**src/rtl/assert_macros.svh**
```systemverilog
// assertion helpers, sampled on the rising edge of clk
`ifndef ASSERT_MACROS_SVH
`define ASSERT_MACROS_SVH

// checked only while out of reset
`define KHT_ASSERT(label, prop, msg) \
  label: assert property (@(posedge clk) disable iff (!rst_n) (prop)) else $error(msg);

// checked at every edge, reset included
`define KHT_ASSERT_ALWAYS(label, prop, msg) \
  label: assert property (@(posedge clk) (prop)) else $error(msg);

`endif

```
**src/rtl/kht_pkg.sv**
```systemverilog
`default_nettype none

package kht_pkg;

  localparam int SLOTS      = 4;
  localparam int SCAN_SPACE = 128;
  localparam int CNT_W      = $clog2(SLOTS + 1);
  localparam int IDX_W      = (SLOTS > 1) ? $clog2(SLOTS) : 1;
  localparam int CODE_W     = 7;
  localparam int CHAR_W     = 7;
  localparam int AGE_W      = 8;
  localparam int TMO_W      = 8;

  localparam logic [AGE_W-1:0] AGE_MAX   = 8'hFF;
  localparam logic [7:0]       CHAR_LO   = 8'd32;
  localparam logic [7:0]       CHAR_HI   = 8'd126;
  localparam logic [TMO_W-1:0] TMO_RESET = 8'd4;

  localparam logic CMD_MAKE     = 1'b0;
  localparam logic CMD_TICK     = 1'b1;
  localparam logic KIND_PRESS   = 1'b0;
  localparam logic KIND_RELEASE = 1'b1;

  typedef struct packed {
    logic       command;
    logic [7:0] scan_code;
    logic [7:0] key_char;
    logic       key_ignored;
  } kht_in_t;

  typedef struct packed {
    logic              event_kind;
    logic [CODE_W-1:0] key_code;
    logic              text_valid;
    logic [CHAR_W-1:0] text_char;
    logic              last_of_run;
  } kht_out_t;

  typedef enum logic [4:0] {
    ST_IDLE  = 5'b00001,
    ST_SCAN  = 5'b00010,
    ST_VISIT = 5'b00100,
    ST_MOVE  = 5'b01000,
    ST_FLUSH = 5'b10000
  } kht_state_t;

endpackage

`default_nettype wire

```
**src/rtl/key_hold_timeout_tracker.sv**
```systemverilog
// make code: skipped codes leave the block idle, else one slot compared per cycle
// tick: one slot aged per cycle unless a release waits on the output; removed slots refilled from the last slot
// one item at a time; in_ready is low while an item is being worked, also during output stalls
// reset (rst_n low, synchronous): no held keys, release_timeout back to 4, output empty
// no clearing pass; pressed state is derived from the slot list
`default_nettype none
`include "assert_macros.svh"

module key_hold_timeout_tracker (
  input  wire logic                       clk,
  input  wire logic                       rst_n,
  input  wire logic                       in_valid,
  output logic                            in_ready,
  input  wire kht_pkg::kht_in_t           in_data,
  output logic                            out_valid,
  input  wire logic                       out_ready,
  output kht_pkg::kht_out_t               out_data,
  input  wire logic                       cfg_we,
  input  wire logic [kht_pkg::TMO_W-1:0]  cfg_wdata
);

  kht_pkg::kht_state_t state_r, state_nxt;

  logic [kht_pkg::TMO_W-1:0]  tmo_r;
  logic [kht_pkg::CNT_W-1:0]  slot_cnt_r, slot_cnt_nxt;
  logic [kht_pkg::CNT_W-1:0]  idx_r, idx_nxt;
  logic [kht_pkg::CODE_W-1:0] key_r, key_nxt;
  logic [7:0]                 ch_r, ch_nxt;
  logic                       pend_vld_r, pend_vld_nxt;
  logic [kht_pkg::CODE_W-1:0] pend_key_r, pend_key_nxt;
  logic                       out_valid_r, out_valid_nxt;
  kht_pkg::kht_out_t          out_data_r, out_data_nxt;

  logic [kht_pkg::CODE_W-1:0] slot_key_r [kht_pkg::SLOTS];
  logic [kht_pkg::AGE_W-1:0]  slot_age_r [kht_pkg::SLOTS];

  logic [kht_pkg::IDX_W-1:0]  rd_idx;
  logic [kht_pkg::CODE_W-1:0] rd_key;
  logic [kht_pkg::AGE_W-1:0]  rd_age;
  logic [kht_pkg::AGE_W-1:0]  age_inc;

  logic                       key_we;
  logic [kht_pkg::IDX_W-1:0]  key_widx;
  logic [kht_pkg::CODE_W-1:0] key_wdata;
  logic                       age_we;
  logic [kht_pkg::IDX_W-1:0]  age_widx;
  logic [kht_pkg::AGE_W-1:0]  age_wdata;
  logic                       age_clr;

  logic in_fire;
  logic out_free;
  logic key_ok;
  logic printable;
  logic at_end;

  assign in_ready  = (state_r == kht_pkg::ST_IDLE);
  assign in_fire   = in_valid && in_ready;
  assign out_valid = out_valid_r;
  assign out_data  = out_data_r;
  assign out_free  = !out_valid_r || out_ready;

  assign key_ok = !in_data.key_ignored && (in_data.scan_code != 8'd0) &&
                  ({1'b0, in_data.scan_code} < 9'(kht_pkg::SCAN_SPACE));
  assign printable = (ch_r >= kht_pkg::CHAR_LO) && (ch_r <= kht_pkg::CHAR_HI);
  assign at_end    = (idx_r == slot_cnt_r);

  // single read port over the slot list; refill reads the last slot
  assign rd_idx  = (state_r == kht_pkg::ST_MOVE) ? slot_cnt_r[kht_pkg::IDX_W-1:0]
                                                 : idx_r[kht_pkg::IDX_W-1:0];
  assign rd_key  = slot_key_r[rd_idx];
  assign rd_age  = slot_age_r[rd_idx];
  assign age_inc = (rd_age == kht_pkg::AGE_MAX) ? rd_age : rd_age + 8'd1;

  always_comb begin
    state_nxt     = state_r;
    slot_cnt_nxt  = slot_cnt_r;
    idx_nxt       = idx_r;
    key_nxt       = key_r;
    ch_nxt        = ch_r;
    pend_vld_nxt  = pend_vld_r;
    pend_key_nxt  = pend_key_r;
    out_valid_nxt = out_valid_r && !out_ready;
    out_data_nxt  = out_data_r;
    key_we        = 1'b0;
    key_widx      = idx_r[kht_pkg::IDX_W-1:0];
    key_wdata     = rd_key;
    age_we        = 1'b0;
    age_widx      = idx_r[kht_pkg::IDX_W-1:0];
    age_wdata     = rd_age;
    age_clr       = 1'b0;

    case (state_r)
      kht_pkg::ST_IDLE: begin
        if (in_fire) begin
          idx_nxt = '0;
          key_nxt = in_data.scan_code[kht_pkg::CODE_W-1:0];
          ch_nxt  = in_data.key_char;
          if (in_data.command == kht_pkg::CMD_TICK) begin
            state_nxt = kht_pkg::ST_VISIT;
          end else if (key_ok) begin
            state_nxt = kht_pkg::ST_SCAN;
          end
        end
      end

      kht_pkg::ST_SCAN: begin
        if (!at_end) begin
          if (rd_key == key_r) begin
            // key already held: autorepeat just refreshes the ages
            age_clr   = 1'b1;
            state_nxt = kht_pkg::ST_IDLE;
          end else begin
            idx_nxt = idx_r + 1'b1;
          end
        end else if (slot_cnt_r == kht_pkg::CNT_W'(kht_pkg::SLOTS)) begin
          state_nxt = kht_pkg::ST_IDLE;
        end else if (out_free) begin
          key_we        = 1'b1;
          key_widx      = slot_cnt_r[kht_pkg::IDX_W-1:0];
          key_wdata     = key_r;
          age_clr       = 1'b1;
          slot_cnt_nxt  = slot_cnt_r + 1'b1;
          out_valid_nxt = 1'b1;
          out_data_nxt.event_kind  = kht_pkg::KIND_PRESS;
          out_data_nxt.key_code    = key_r;
          out_data_nxt.text_valid  = printable;
          out_data_nxt.text_char   = printable ? ch_r[kht_pkg::CHAR_W-1:0] : '0;
          out_data_nxt.last_of_run = 1'b1;
          state_nxt     = kht_pkg::ST_IDLE;
        end
      end

      kht_pkg::ST_VISIT: begin
        if (at_end) begin
          state_nxt = kht_pkg::ST_FLUSH;
        end else if (age_inc > tmo_r) begin
          // a release held back until we know whether another one follows
          if (!pend_vld_r || out_free) begin
            if (pend_vld_r) begin
              out_valid_nxt = 1'b1;
              out_data_nxt.event_kind  = kht_pkg::KIND_RELEASE;
              out_data_nxt.key_code    = pend_key_r;
              out_data_nxt.text_valid  = 1'b0;
              out_data_nxt.text_char   = '0;
              out_data_nxt.last_of_run = 1'b0;
            end
            pend_vld_nxt = 1'b1;
            pend_key_nxt = rd_key;
            slot_cnt_nxt = slot_cnt_r - 1'b1;
            if (idx_r < slot_cnt_nxt) begin
              state_nxt = kht_pkg::ST_MOVE;
            end
          end
        end else begin
          age_we    = 1'b1;
          age_wdata = age_inc;
          idx_nxt   = idx_r + 1'b1;
        end
      end

      kht_pkg::ST_MOVE: begin
        // last slot fills the hole, then the same position is visited again
        key_we    = 1'b1;
        key_wdata = rd_key;
        age_we    = 1'b1;
        age_wdata = rd_age;
        state_nxt = kht_pkg::ST_VISIT;
      end

      kht_pkg::ST_FLUSH: begin
        if (!pend_vld_r) begin
          state_nxt = kht_pkg::ST_IDLE;
        end else if (out_free) begin
          out_valid_nxt = 1'b1;
          out_data_nxt.event_kind  = kht_pkg::KIND_RELEASE;
          out_data_nxt.key_code    = pend_key_r;
          out_data_nxt.text_valid  = 1'b0;
          out_data_nxt.text_char   = '0;
          out_data_nxt.last_of_run = 1'b1;
          pend_vld_nxt  = 1'b0;
          state_nxt     = kht_pkg::ST_IDLE;
        end
      end

      default: begin
        state_nxt = kht_pkg::ST_IDLE;
      end
    endcase
  end

  always_ff @(posedge clk) begin
    if (!rst_n) begin
      state_r     <= kht_pkg::ST_IDLE;
      tmo_r       <= kht_pkg::TMO_RESET;
      slot_cnt_r  <= '0;
      pend_vld_r  <= 1'b0;
      out_valid_r <= 1'b0;
    end else begin
      state_r     <= state_nxt;
      slot_cnt_r  <= slot_cnt_nxt;
      pend_vld_r  <= pend_vld_nxt;
      out_valid_r <= out_valid_nxt;
      if (cfg_we) begin
        tmo_r <= cfg_wdata;
      end
    end
  end

  always_ff @(posedge clk) begin
    idx_r      <= idx_nxt;
    key_r      <= key_nxt;
    ch_r       <= ch_nxt;
    pend_key_r <= pend_key_nxt;
    out_data_r <= out_data_nxt;
    if (key_we) begin
      slot_key_r[key_widx] <= key_wdata;
    end
    for (int i = 0; i < kht_pkg::SLOTS; i++) begin
      if (age_clr) begin
        slot_age_r[i] <= '0;
      end else if (age_we && (age_widx == kht_pkg::IDX_W'(i))) begin
        slot_age_r[i] <= age_wdata;
      end
    end
  end

  `KHT_ASSERT(a_cnt_bound, slot_cnt_r <= kht_pkg::CNT_W'(kht_pkg::SLOTS), "slot count overflow")
  `KHT_ASSERT(a_pend_in_tick, pend_vld_r |-> !in_ready, "held release outside tick walk")
  `KHT_ASSERT(a_out_hold, out_valid && !out_ready |=> out_valid && $stable(out_data), "beat lost")
  `KHT_ASSERT_ALWAYS(a_rst_empty, !rst_n |=> (slot_cnt_r == '0 && !out_valid_r), "reset left state")

endmodule

`default_nettype wire

```
**config.mk**
```make
export PLATFORM = sky130hd
export DESIGN_NAME = key_hold_timeout_tracker
export DESIGN_NICKNAME = d
export VERILOG_FILES = /design/src/rtl/kht_pkg.sv /design/src/rtl/key_hold_timeout_tracker.sv
export VERILOG_INCLUDE_DIRS = /design/src /design/src/rtl
export SDC_FILE = /design/constraint.sdc
export NUM_CORES = 1
export LEC_CHECK = 0
export BUFFER_PORTS_ARGS = -buffer_cell sky130_fd_sc_hd__clkbuf_2
export CAP_MARGIN = 30
export CORE_ASPECT_RATIO = 1.5
export CORE_UTILIZATION = 60
export CTS_BUF_LIST = sky130_fd_sc_hd__clkbuf_2
export DETAILED_ROUTE_END_ITERATION = 6
export GPL_TIMING_DRIVEN = 0
export PLACE_DENSITY = 0.76
export SETUP_SLACK_MARGIN = 0.02
export SLEW_MARGIN = 20
export SYNTH_ARGS = -nofsm -noshare
export SYNTH_HDL_FRONTEND = slang
export SYNTH_SLANG_ARGS = --single-unit
```
**constraint.sdc**
```tcl
create_clock -name clk -period 6.5 [get_ports clk]
set_clock_uncertainty 0.05 [all_clocks]
set_input_delay 0.65 -clock clk [delete_from_list [all_inputs] [get_ports clk]]
set_output_delay 0.65 -clock clk [all_outputs]
set_load 0.05 [all_outputs]
```
======== Word level (Yosys, flattened, before mapping) ========
Memory sizes are Yosys's and may differ from the RTL's.
Index checks and enable logic that the tools add are counted.
storage, ports and cells
  register bits after elaboration ......... 60
  latch bits .............................. 0
  RAM bits ................................ 60
  ROM bits ................................ 0
  bits of input ports ..................... 31
  output and inout bits ................... 19
  word-level logic and storage cells ...... 183
  memories ................................ 2
cells by class
  $add $sub $neg .......................... 4
  multiply operators ...................... 0
  divide/modulo/power cells ............... 0
  order comparisons ....................... 5
  eq/ne operators ......................... 30
  shifts and indexed selects .............. 0
  multiplexer cells ....................... 95
  bitwise logic cells ..................... 5
  reduce and logical (&&, ||, !) cells .... 28
memory list
  name        words  width  read ports  clocked after memory_dff  write ports  line                            text
  slot_age_r  4      8      1           0                         4            key_hold_timeout_tracker.sv:35  logic [kht_pkg::AGE_W-1:0] slot_age_r [kht_pkg::SLOTS];
  slot_key_r  4      7      1           0                         1            key_hold_timeout_tracker.sv:34  logic [kht_pkg::CODE_W-1:0] slot_key_r [kht_pkg::SLOTS];
operator list
  operator                                                                          number
  17-bit 2-to-1 mux                                                                 9
  8-bit 2-to-1 mux                                                                  8
  5-bit 2-to-1 mux                                                                  12
  17-bit one-hot mux with 3 select lines                                            1
  1-bit 2-to-1 mux                                                                  37
  7-bit 2-to-1 mux                                                                  5
  3-bit 2-to-1 mux                                                                  11
  5-bit one-hot mux with 5 select lines                                             1
  2-bit inequality test, second input constant                                      12
  3-bit inequality test, second input constant                                      4
  6-bit AND reduction                                                               2
  2-bit 2-to-1 mux                                                                  5
  10-bit AND reduction                                                              1
  1-bit logical AND                                                                 9
  3-bit one-hot mux with 3 select lines                                             1
  8-bit by 1-bit adder with 8-bit output, second input constant                     1
  8-bit equality test, second input constant                                        1
  8-bit by 6-bit >= comparator with 1-bit output, second input constant             1
  8-bit > comparator                                                                1
  8-bit by 7-bit less-or-equal comparator with 1-bit output, second input constant  1
  8-bit < comparator, second input constant                                         1
  4-bit AND reduction                                                               2
  8-bit nonzero test                                                                1
  7-bit equality test                                                               1
  other kinds (26)                                                                  39

======== Depth between registers and ports, before layout ========
Gate-level depths: netlist of run 1.
An unclocked memory read counts as a cell.
  word-level depth ........................ 14
  gate-level depth with buffers ........... 24
  mapped depth without buffers ............ 20

======== Worst setup path before layout of run 1 ========
Ideal clock, no wire load.
  path type ............................... reg-to-reg
  from .................................... reg state_r[0]
  to ...................................... reg slot_cnt_r[2] (netlist name)
  arrival time ............................ 5.092 ns
  required time ........................... 6.379 ns
  path slack .............................. 1.287 ns
  cell stages (with the launch flop) ...... 21
  clock period less this slack ............ 5.213 ns
  cells stage by stage .................... dfxtp_1 > buf_2 > nor3_4 > a21oi_1 > nor2_1 > clkbuf_1 > nand2_1 > a22oi_1 > ha_1 > nand3_4 > nor4_4 > mux2_1 > ha_1 > nor2b_1 > o21a_1 > o211ai_1 > a211o_1 > a21oi_1 > nor2_1 > or3_1 > a21oi_1
between the ends
  longest elaborated chain between the ends .. 8
  elaborated cells on any way between the ends .. 18
ends and longest elaborated chain
  what                                                                                  line                             text
  from (decl)                                                                           key_hold_timeout_tracker.sv:22   kht_pkg::kht_state_t state_r, state_nxt;
  from (signal assigned)                                                                key_hold_timeout_tracker.sv:193  state_r <= kht_pkg::ST_IDLE;
  from (signal assigned)                                                                key_hold_timeout_tracker.sv:199  state_r <= state_nxt;
  5-bit by 4-bit equality test with 1-bit output                                        key_hold_timeout_tracker.sv:68   assign rd_idx = (state_r == kht_pkg::ST_MOVE) ? slot_cnt_r[kht_pkg::IDX_W-1:0]
  2-bit 2-to-1 mux                                                                      key_hold_timeout_tracker.sv:68
  memory 4 x 8 bit                                                                      n/a
  8-bit by 1-bit adder with 8-bit output / 8-bit equality test (equally long branches)  key_hold_timeout_tracker.sv:72   assign age_inc = (rd_age == kht_pkg::AGE_MAX) ? rd_age : rd_age + 8'd1;
  8-bit 2-to-1 mux                                                                      key_hold_timeout_tracker.sv:72
  8-bit > comparator                                                                    key_hold_timeout_tracker.sv:136  end else if (age_inc > tmo_r) begin
  2-bit inequality test (no line)                                                       n/a
  7-bit AND reduction (no line)                                                         n/a
  to (signal assigned)                                                                  key_hold_timeout_tracker.sv:200  slot_cnt_r <= slot_cnt_nxt;
  to (decl)                                                                             key_hold_timeout_tracker.sv:25   logic [kht_pkg::CNT_W-1:0] slot_cnt_r, slot_cnt_nxt;
Parallel ways exist; a longest one is shown, timed or not.
A chain may end at the register's enable or synchronous reset.

==> impl_results.md, run 1 <==
* # diodes at 0
* Critical Path Start: state_r[0]$_SDFFE_PN1P_
* Share of cells above drive strength 1 at 20.8%
* GRT Util Overall at 28.4%
* Overflow after GRT at 0
* Startpoint Class: register
* Clock latency at the later pin of the worst-skew pair at 0.68 ns
* CTS tree: built
* DRC at 3
* Final slew viol count at 0
* Critical Path, Cell by Cell: buf_2 -> nor3_4 -> a21oi_1 -> nor2_1 -> clkbuf_2 -> nand2_1 -> and3_1 -> a31oi_1 -> ha_1 -> and2_1 -> nand3_1 -> nor3_1 -> a21oi_1 -> ha_1 -> a21oi_1 -> nor2b_1 -> a2111oi_2 -> a21o_1 -> nand2_1 -> nand2_1 -> nand2_1 -> nand2_2
* Max Cap Violations at 0
* CP endpoint kind: register
* Initial antenna violation count at 0
* Core ar. at 0.00980 mm^2
* Number of buffers created by CTS at 17
* Crit path required time at 6.82 ns
* Tcrit/Tclk final at 92.2%
* Die Area at 0.0106 mm^2
* Crit path depth at 22
* Setup Viol. Count Final at 0
* Vias in the first global route at 4532
* Unrepaired setup endpoints after global routing: false
* Top Ports at 50
* Finished Core Util at 69.7%
* Die Height at 126 um
* Worst Setup EP: slot_age_r[0][2]$_SDFFCE_PN0P_
* Synth Area per Inst at 11.4 um^2
* Row cnt at 44
* Critical R2R Capture: slot_age_r[0][2]$_SDFFCE_PN0P_
* Commonest cells after routing, fill and taps aside: edfxtp_1 (102), clkbuf_2 (68), nand2_1 (60), nor2_1 (56), a21oi_1 (29)
* Via density at 6.24
* Filler cell count at 772
* Critical-path top delay cell: nor3_4
* Fin nets at 653
* Post-synth net total at 586
* Unique cell type count in the Yosys netlist at 74
* CP bufs+invs at 2
* GPL Wtd Cong at 0.925
* CTS clk-pin slew, worst paths at 0.17 ns
* Peak VDD IR at 0.000160 V
* Area delta synth->final at 11.3%
* Routed WL at 14.2 mm
* Register area share after synthesis at 55.8%
* Reg2reg start: state_r[0]$_SDFFE_PN1P_
* Die Width at 84.6 um
* Peak Freq at 167 MHz
* Static leakage at 2.52 nW
* R2r setup slk at 0.51 ns
* CTS Buffer Depth at 2
* CP Data Arrival Time at 6.31 ns
* Hold WC Path Type: input port to register
* Register bit total from synthesis at 120
* Pin count of the biggest net entering global routing at 18
* Total iterations of the first detailed-routing run at 7
* Largest delay share family, worst path: simple AND/OR/NAND/NOR gates
* Pwr per Cell Area at 271 mW/mm^2
* CTS Hold Bufs at 0
* H-tree depth at 4
* Initial DRC count at 339
* Slew headroom at 49.2%
* Yosys Warn Count at 0
* Post-synthesis cell area at 0.00614 mm^2
* CTS root buffer: clkbuf_2
* Antenna viol nets, final at 0
* Failing checks: design-rule violations
* Mapped Cells at 536
* WL per Instance at 19.4 um
* CP Class: register to register
* Least-Margin Pin Slew at 0.759 ns
* # clock sinks at 120
* Initial Util at 62.6%
* Commonest non-fill, non-tap cell in the layout: edfxtp_1
* Ys flop type: edfxtp_1
* # port buffers at 48
* Vias at 4563
* Post-synth EDFFs at 102
* Detail Placement HPWL at 10.3 mm
* Overall power at 1.85 mW
* R2R cell count at 22
* Ys async rst share at 0%
* Tmin final at 5.99 ns
* Top cell by count, worst path: nand2_1
* Worst-path fanout max at 10
* Status: complete, but fails checks
* Largest stage delay, worst path at 0.40 ns
* Final hold violation count at 0
* First-pass GRT wire length at 22.8 mm
==> report_power, final <==
| group | internal (mW) | switching [mW] | total [mW] |
|---|---|---|---|
| logic | 0.154 | 0.264 | 0.418 |
| registers | 0.873 | 0.0202 | 0.893 |
| clock network | 0.254 | 0.283 | 0.537 |
| total | 1.28 | 0.567 | 1.85 |
==> kinds of logic after synthesis <==
group           after synthesis  synth area share, %
compound gates              122                 15.0
xor+xnor                     16                 2.41
fa+ha+maj                    19                 3.87
buf+inv                      37                 2.65
flops                       120                 55.8
mux                          20                 3.63
simple gates                202                 16.7
==> synthesized netlist by cell type (3+ instances only) <==
library cell / instances / share of area (%)
edfxtp_1: 102 / 50
nand2_1: 64 / 3.9
nor2_1: 56 / 3.4
a21oi_1: 30 / 2.4
ha_1: 19 / 3.9
dfxtp_1: 18 / 5.9
o21ai_0: 17 / 1.4
inv_1: 16 / 0.98
nand3_1: 14 / 1.1
a32oi_1: 11 / 1.6
mux2i_1: 11 / 1.8
nor3_1: 11 / 0.90
and2_1: 10 / 1.0
clkbuf_1: 10 / 0.61
xnor2_1: 8 / 1.1
buf_2: 7 / 0.57
mux2_2: 7 / 1.3
nor2b_1: 7 / 0.71
xor2_1: 7 / 1.0
a211oi_1: 6 / 0.73
nand2b_1: 6 / 0.61
o31ai_1: 5 / 0.61
or3_1: 5 / 0.51
a22oi_1: 4 / 0.49
and3_1: 4 / 0.41
nand4_1: 4 / 0.41
o2111ai_1: 4 / 0.57
o211ai_1: 4 / 0.49
o21a_1: 4 / 0.49
a21boi_0: 3 / 0.37
nand3b_1: 3 / 0.37
o21ai_1: 3 / 0.24
o22ai_1: 3 / 0.31
or2_2: 3 / 0.31
==> registers in the layout, summed over array words and instances (netlist names) <==
name	count
out_valid	1
ch_r	8
state_r	5
out_data	17
slot_key_r	28
slot_age_r	32
slot_cnt_r	3
idx_r	3
pend_vld_r	1
key_r	7
pend_key_r	7
tmo_r	8
==> routing by layer <==
metal	global-route usage, %	share of wire (%)	vias up
li1	-	-	2150
met1	31.1	36	2171
met2	50.4	54	198
met3	5.90	5.2	44
met4	16.7	4.3	0
met5	0	0	-
==> final cells by class <==
class	count	area [um^2]	area share, %
repair buffers	49	248	3.63
inverters	17	63.8	0.934
plain buffers	19	96.3	1.41
clock buffers	19	95.1	1.39
flip-flops and latches	120	3420	50.1
multi-input cells	379	2580	37.8
well taps	115	144	2.11
clock inverters	13	179	2.62
==> worst min path at each step <==
stage / start / endpoint / slack [ns] / depth (start not counted)
final: in_data[4] / ch_r[3]$_DFFE_PP_ / 0.09 / 1
after global routing: in_data[5] / ch_r[4]$_DFFE_PP_ / 0.02 / 1
after CTS: in_data[4] / ch_r[3]$_DFFE_PP_ / 0.05 / 1
after detailed placement: tmo_r[2]$_SDFFE_PN1P_ / tmo_r[2]$_SDFFE_PN1P_ / 0.44 / 2
after global placement: tmo_r[4]$_SDFFE_PN0P_ / tmo_r[4]$_SDFFE_PN0P_ / 0.43 / 2
after floorplan: tmo_r[1]$_SDFFE_PN0P_ / tmo_r[1]$_SDFFE_PN0P_ / 0.41 / 2
==> stage by stage <==
stage	hold WS (ns)	setup WS (ns)	setup TNS (ns)	std cells	instance area (um^2)
4_1_cts	0.0488	0.0249	0	731	6810
3_5_place_dp	0.436	-0.0183	-0.145	699	6520
6_report	0.0908	0.508	0	731	6830
2_1_floorplan	0.410	1.29	0	536	6140
5_1_grt	0.0185	0.0550	0	731	6830
3_3_place_gp	0.427	0.130	0	699	6520
==> timing repair <==
item	in CTS	in global routing
cloned	0	0
gates resized for setup	4	7
buffers inserted	0	1
endpoints found under the setup margin	19	65
pin swaps	0	1
Note: power is estimated with default switching activity, not from simulation.
==> run 2: changes to the inputs <==
- CAP_MARGIN: 30 -> 20
- CORE_UTILIZATION: 60 -> 40
- HOLD_SLACK_MARGIN: not set -> 0.12
- PLACE_DENSITY: 0.76 -> 0.53
==> run 2 against run 1 <==
The flow now finishes without violations; setup slack worse by 0.030 ns; wire length up 8.4%; largest power group unchanged; non-clock buffer count up 26; highest routed layer unchanged; critical endpoint is now slot_age_r[2][0]$_SDFFCE_PN0P_.
==> impl_results.md, run 2 (synthesis gave the netlist of run 1 again) <==
* Status: finished, final reports clean
* Share of cells above drive strength 1 at 20.3% (-0.50 points)
* Largest Register: slot_age_r
* Area delta synth->final at 16.0%
* Fin nets at 679 (+4.0%)
* Die Width at 103 um (+22%)
* CTS clk-pin slew, worst paths at 0.17 ns (about the same)
* Routed WL at 15.4 mm (+8.4%)
* CTS tree: built
* Least-Margin Pin Slew at 0.767 ns (+0.00859 ns)
* Hold slack at 0.235 ns (+0.145 ns)
* Initial antenna violation count at 1 (+1)
* Pin count of the biggest net entering global routing at 18 (unchanged)
* Row cnt at 55 (+25%)
* Tcrit/Tclk final at 92.6% (+0.46 points)
* Initial DRC count at 232 (-32%)
* # port buffers at 48 (unchanged)
* Via density at 5.35 (-14%)
* Overflow after GRT at 0 (unchanged)
* # clock sinks at 120 (unchanged)
* Total iterations of the first detailed-routing run at 4 (-3)
* Number of buffers created by CTS at 17 (unchanged)
* CTS Buffer Depth at 2 (unchanged)
* CP endpoint kind: register
* WL per Instance at 18.3 um (-5.8%)
* First-pass GRT wire length at 24.8 mm (+8.8%)
* Filler cell count at 1426 (+85%)
* Vias in the first global route at 4706 (+3.8%)
* Overall power at 1.74 mW (-6.1%)
* Commonest cells after routing, fill and taps aside: edfxtp_1 (102), clkbuf_2 (69), nand2_1 (59), nor2_1 (56), a21oi_1 (28)
* CP bufs+invs at 3 (+1)
* Commonest non-fill, non-tap cell in the layout: edfxtp_1
* DRC at 0 (-3)
* Max Cap Violations at 0 (unchanged)
* Largest stage delay, worst path at 0.40 ns (about the same)
* Antenna viol nets, final at 0 (unchanged)
* Initial Util at 40.7% (-22 points)
* Detail Placement HPWL at 11.1 mm (+7.8%)
* CP Data Arrival Time at 6.36 ns (+0.05 ns)
* Peak Freq at 166 MHz (-0.49%)
* GPL Wtd Cong at 0.882 (-4.6%)
* Worst-path fanout max at 10 (unchanged)
* CTS root buffer: clkbuf_2
* Peak VDD IR at 0.000121 V (-24%)
* Largest delay share family, worst path: simple AND/OR/NAND/NOR gates
* GRT Util Overall at 21.3% (-7.2 points)
* Tmin final at 6.02 ns (+0.0296 ns)
* Critical Path, Cell by Cell: buf_2 -> nor3_4 -> a21oi_1 -> nor2_1 -> buf_2 -> a21oi_1 -> a22oi_2 -> ha_1 -> nand3_4 -> nor4_4 -> buf_4 -> mux2_1 -> ha_1 -> nor2b_1 -> o21a_1 -> o211ai_1 -> a21o_1 -> nand2_1 -> nand2_1 -> nand2_1 -> nand2_2
* Slew headroom at 48.6% (-0.57 points)
* Core ar. at 0.0151 mm^2 (+54%)
* Max reg flops at 32 (unchanged)
* Unrepaired setup endpoints after global routing: false
* Die Height at 154 um (+22%)
* Crit path required time at 6.84 ns (+0.02 ns)
* Pre-CTS worst setup slack at -0.126 ns (-0.108 ns)
* CP Class: register to register
* Hold WC Path Type: input port to register
* Startpoint Class: register
* Critical-path top delay cell: nor3_4
* Die Area at 0.0159 mm^2 (+49%)
* Area after DPL at 0.00663 mm^2 (+1.6%)
* Static leakage at 2.59 nW (+2.9%)
* Vias at 4496 (-1.5%)
* Setup ws final at 0.478 ns (-0.0296 ns)
* Clock latency at the later pin of the worst-skew pair at 0.70 ns (+0.02 ns)
* H-tree depth at 4 (unchanged)
* Final slew viol count at 0 (unchanged)
* Finished Core Util at 47.2% (-22 points)
* Pwr per Cell Area at 244 mW/mm^2 (-9.9%)
* Top Ports at 50 (unchanged)
* Setup Viol. Count Final at 0 (unchanged)
* Post-route cell area at 0.00712 mm^2 (+4.2%)
* Final hold violation count at 0 (unchanged)
* Top cell by count, worst path: nand2_1
[run 2: cell types whose count changed in the layout (fill, tap and decap cells not counted), sizes merged]
cell         previous run  this run
buf                    11        13
clkbuf                 76        77
bufinv                  4         1
diode                   0         1
clkinvlp                2         3
dlygate4sd3             0        24
[run 2: metal layers]
metal  GRT usage (%)  vias up  routed length, um
met1            23.0     2164               5970
li1                -     2195                  -
met3            4.64       35                485
met2            38.1      102               8420
met4            10.6        0                519
met5               0        -                  0
[run 2: worst register-to-register path, stage by stage, from the launching register on]
cell      delay [ns]
dfxtp_1         0.33
buf_2           0.16
nor3_4          0.40
a21oi_1         0.24
nor2_1          0.21
buf_2           0.35
a21oi_1         0.09
a22oi_2         0.33
ha_1            0.40
nand3_4         0.18
nor4_4          0.30
buf_4           0.19
mux2_1          0.34
ha_1            0.29
nor2b_1         0.13
o21a_1          0.17
o211ai_1        0.20
a21o_1          0.18
nand2_1         0.20
nand2_1         0.29
nand2_1         0.33
nand2_2         0.34
[run 2: worst paths after layout]
path,depth (start not counted),endpoint,slack [ns],startpoint
min reg2reg,2,tmo_r[2]$_SDFFE_PN1P_,0.46,tmo_r[2]$_SDFFE_PN1P_
max,21,slot_age_r[2][0]$_SDFFCE_PN0P_,0.48,state_r[0]$_SDFFE_PN1P_
max reg2reg,21,slot_age_r[2][0]$_SDFFCE_PN0P_,0.48,state_r[0]$_SDFFE_PN1P_
min,4,state_r[1]$_SDFFE_PN0P_,0.24,in_data[17]
[run 2: what timing repair did]
item	4_1_cts	5_1_grt
buffers inserted	0	3
endpoints found under the setup margin	38	84
hold endpoints to repair	24	0
hold buffers	24	0
pin swaps	1	1
resized for setup	7	9
[run 2: power by group]
part / internal, mW / switching [mW] / total (mW) / leakage (nW)
sequential: 0.873 / 0.0199 / 0.893 / 1.04
clock: 0.133 / 0.276 / 0.409 / 0.118
combinational: 0.165 / 0.268 / 0.434 / 1.44
total: 1.17 / 0.564 / 1.74 / 2.59
[run 2: layout make-up]
type / instances / area [um^2] / share of cell area, %
Buffer: 19 / 96.3 / 1.35
Clock buffer: 20 / 100 / 1.41
Timing Repair Buffer: 75 / 503 / 7.06
Inverter: 17 / 63.8 / 0.896
Multi-Input combinational cell: 379 / 2600 / 36.5
Antenna cell: 1 / 2.50 / 0.0351
Sequential cell: 120 / 3420 / 48.1
Clock inverter: 11 / 83.8 / 1.18
Tap cell: 199 / 249 / 3.50
[run 2: metrics by stage]
step	setup TNS [ns]	std cells
6_report	0	841
3_5_place_dp	-2.82	783
2_1_floorplan	0	536
4_1_cts	0	838
3_3_place_gp	-0.545	783
5_1_grt	0	841
==> run 3: changes to the inputs <==
- CELL_PAD_IN_SITES_DETAIL_PLACEMENT: not set -> 1
- CELL_PAD_IN_SITES_GLOBAL_PLACEMENT: not set -> 1
- PLACE_DENSITY: 0.53 -> 0.64
- SLEW_MARGIN: 20 -> not set
==> run 3 against run 2 <==
Clock-buffer cell count is 3 lower; wire length is 6.9% higher; via count is 1.5% higher; first-iteration DRC count is 31% lower; clock power is 28% higher; final cell count stayed put; combinational power is 1% higher; worst hold slack worse by 0.0064 ns; design area is 1.2% higher; flip-flop and latch count stayed put.
==> impl_results.md, run 3 (synthesis gave the netlist of run 1 again) <==
* Die Width at 103 um (unchanged)
* Filler cell count at 1655 (+16%)
* Final cell count without fillers at 841 (unchanged)
* CTS clk-pin slew, worst paths at 0.19 ns (+0.02 ns)
* Detail Placement HPWL at 12.1 mm (+8.9%)
* Comb power frac at 23.7% (-1.3 points)
* Commonest cells after routing, fill and taps aside: edfxtp_1 (102), clkbuf_2 (66), nor2_1 (56), nand2_1 (55), a21oi_1 (29)
* Dpl cells at 783 (unchanged)
* Overflow after GRT at 0 (unchanged)
* Fin nets at 678 (-0.15%)
* Area of the multi-input gates at 0.00260 mm^2 (+0.19%)
* Sequential share of power at 48.1% (-3.3 points)
* Row cnt at 55 (unchanged)
* Share of cells above drive strength 1 at 21.2% (+0.94 points)
* # clock sinks at 120 (unchanged)
* Hold WC Path Type: input port to register
* Initial antenna violation count at 1 (unchanged)
* Peak Freq at 168 MHz (+1.2%)
* Area delta synth->final at 17.5%
* Top Ports at 50 (unchanged)
* Hold Startpoint: in_data[17]
* Vias in the first global route at 4917 (+4.5%)
* Core ar. at 0.0151 mm^2 (unchanged)
* CTS Buffer Depth at 2 (unchanged)
* Max Cap Violations at 0 (unchanged)
* GRT Util Overall at 22.5% (+1.2 points)
* Antenna viol nets, final at 0 (unchanged)
* Hold path cells at 4 (unchanged)
* Crit path required time at 7.09 ns (+0.25 ns)
* GPL Wtd Cong at 0.862 (-2.3%)
* Die Height at 154 um (unchanged)
* Unrepaired setup endpoints after global routing: false
* Clock power share at 28.2% (+4.6 points)
* Slew headroom at 49.4% (+0.75 points)
* R2r setup slk at 0.55 ns (+0.07 ns)
* Number of buffers created by CTS at 17 (unchanged)
* Final slew viol count at 0 (unchanged)
* Critical R2R Capture: slot_cnt_r[2]$_SDFFE_PN0P_
* Initial Util at 40.7% (unchanged)
* Reg2reg start: state_r[3]$_SDFFE_PN0P_
* Tmin final at 5.95 ns (-0.0717 ns)
* Commonest non-fill, non-tap cell in the layout: edfxtp_1
* Max reg flops at 32 (unchanged)
* First-pass GRT wire length at 25.8 mm (+4.1%)
* Pre-CTS worst setup slack at -0.241 ns (-0.115 ns)
* Die Area at 0.0159 mm^2 (unchanged)
* CP Class: register to register
* Finished Core Util at 47.8% (+0.58 points)
* R2R cell count at 20 (-4.8%)
* DRC at 0 (unchanged)
* Static leakage at 2.62 nW (+1.2%)
* Register area at 0.00342 mm^2 (unchanged)
* Pwr per Cell Area at 258 mW/mm^2 (+5.8%)
* Vias at 4564 (+1.5%)
* Routed WL at 16.5 mm (+6.9%)
* CTS tree: built
* Final hold violation count at 0 (unchanged)
* Via density at 5.43 (+1.5%)
* Switch Pwr at 601 uW (+6.6%)
* Sw Share at 32.4% (-0.13 points)
* Peak VDD IR at 0.000131 V (+7.8%)
* Initial DRC count at 161 (-31%)
* Clock latency at the later pin of the worst-skew pair at 0.72 ns (+0.02 ns)
* Pin count of the biggest net entering global routing at 18 (unchanged)
* Startpoint Class: register
* Cell Int Power at 1.26 mW (+7.3%)
* Least-Margin Pin Slew at 0.751 ns (-0.0167 ns)
* Status: finished, final reports clean
* Worst-path fanout max at 10 (unchanged)
* Setup ws final at 0.550 ns (+0.0717 ns)
* Tcrit/Tclk final at 91.5% (-1.1 points)
* CTS root buffer: clkbuf_2
* Total iterations of the first detailed-routing run at 6 (+2)
* H-tree depth at 4 (unchanged)
* Largest Register: slot_age_r
* WL per Instance at 19.6 um (+6.9%)
* # port buffers at 48 (unchanged)
* CP Data Arrival Time at 6.54 ns (+0.18 ns)
* CP endpoint kind: register
* Setup Viol. Count Final at 0 (unchanged)
* Worst Hold Endpoint: state_r[1]$_SDFFE_PN0P_
[run 3: cell count changes in the layout (fill, tap and decap cells not counted), sizes merged]
cell / previous run / this run
buf: 13 / 12
inv: 16 / 18
clkbuf: 77 / 74
bufinv: 1 / 3
[run 3: how the worst max path moves through the flow]
stage	startpoint	slack [ns]	depth (start not counted)	to
after CTS	state_r[0]$_SDFFE_PN1P_	0.03	21	slot_age_r[0][3]$_SDFFCE_PN0P_
after global placement	state_r[0]$_SDFFE_PN1P_	-0.11	20	slot_age_r[2][3]$_SDFFCE_PN0P_
after global routing	state_r[3]$_SDFFE_PN0P_	0.03	21	slot_cnt_r[2]$_SDFFE_PN0P_
after detailed placement	state_r[0]$_SDFFE_PN1P_	-0.24	22	slot_age_r[2][3]$_SDFFCE_PN0P_
final	state_r[3]$_SDFFE_PN0P_	0.55	20	slot_cnt_r[2]$_SDFFE_PN0P_
after floorplan	state_r[0]$_SDFFE_PN1P_	1.29	20	slot_cnt_r[2]$_SDFFE_PN0P_
[run 3: layer usage]
metal  track usage [%]  vias to the layer above  part of all wire, %
li1                  -                     2195                    -
met1              23.0                     2256                   37
met2              42.6                       85                   57
met3              4.45                       28                  2.4
met4              9.79                        0                  3.1
met5                 0                        -                    0
[run 3: metrics by stage]
step / hold WS, ns / total power, mW / instance area [um^2] / TNS, ns
3_5_place_dp: 0.439 / 1.33 / 6630 / -7.58
3_3_place_gp: 0.428 / 1.32 / 6630 / -1.60
6_report: 0.229 / 1.86 / 7210 / 0
5_1_grt: 0.202 / 1.94 / 7210 / 0
4_1_cts: 0.143 / 1.87 / 7150 / 0
2_1_floorplan: 0.410 / 1.21 / 6140 / 0
[run 3: final cells by class]
class                   instances  share of cell area [%]
clock buffers                  17                    1.18
repair buffers                 74                    7.05
inverters                      17                   0.885
well taps                     199                    3.45
diodes                          1                  0.0347
plain buffers                  19                    1.34
multi-input cells             379                    36.1
clock inverters                15                    2.45
flip-flops and latches        120                    47.5
[run 3: power by group through the flow]
| stage | clock [mW] | combinational [mW] | sequential [mW] |
|---|---|---|---|
| floorplan | 0 | 0.302 | 0.905 |
| global placement | 0 | 0.406 | 0.910 |
| detailed placement | 0 | 0.420 | 0.911 |
| CTS | 0.539 | 0.436 | 0.894 |
| global route | 0.563 | 0.482 | 0.897 |
| finish | 0.523 | 0.440 | 0.894 |
[run 3: worst max-delay path, stage by stage (launching register included)]
cell and delay [ns]:
dfxtp_1 0.50, nor2b_1 0.15, buf_2 0.22, nand3_1 0.38
nand2_4 0.23, buf_4 0.22, a21oi_1 0.07, a22oi_1 0.41
ha_2 0.39, nand3_4 0.15, nor4_4 0.59, mux2_1 0.39
ha_1 0.29, nor2b_1 0.13, o21a_1 0.13, o211ai_1 0.11
a211o_1 0.32, a21oi_2 0.43, nor2_1 0.20, or3_1 0.38
a21oi_1 0.13
[run 3: timing repair]
action	CTS	global route
gates resized for setup	7	12
hold buffers	24	0
hold endpoints to repair	24	0
pin swaps	0	1
endpoints found under the setup margin	55	82
buffers inserted	0	2
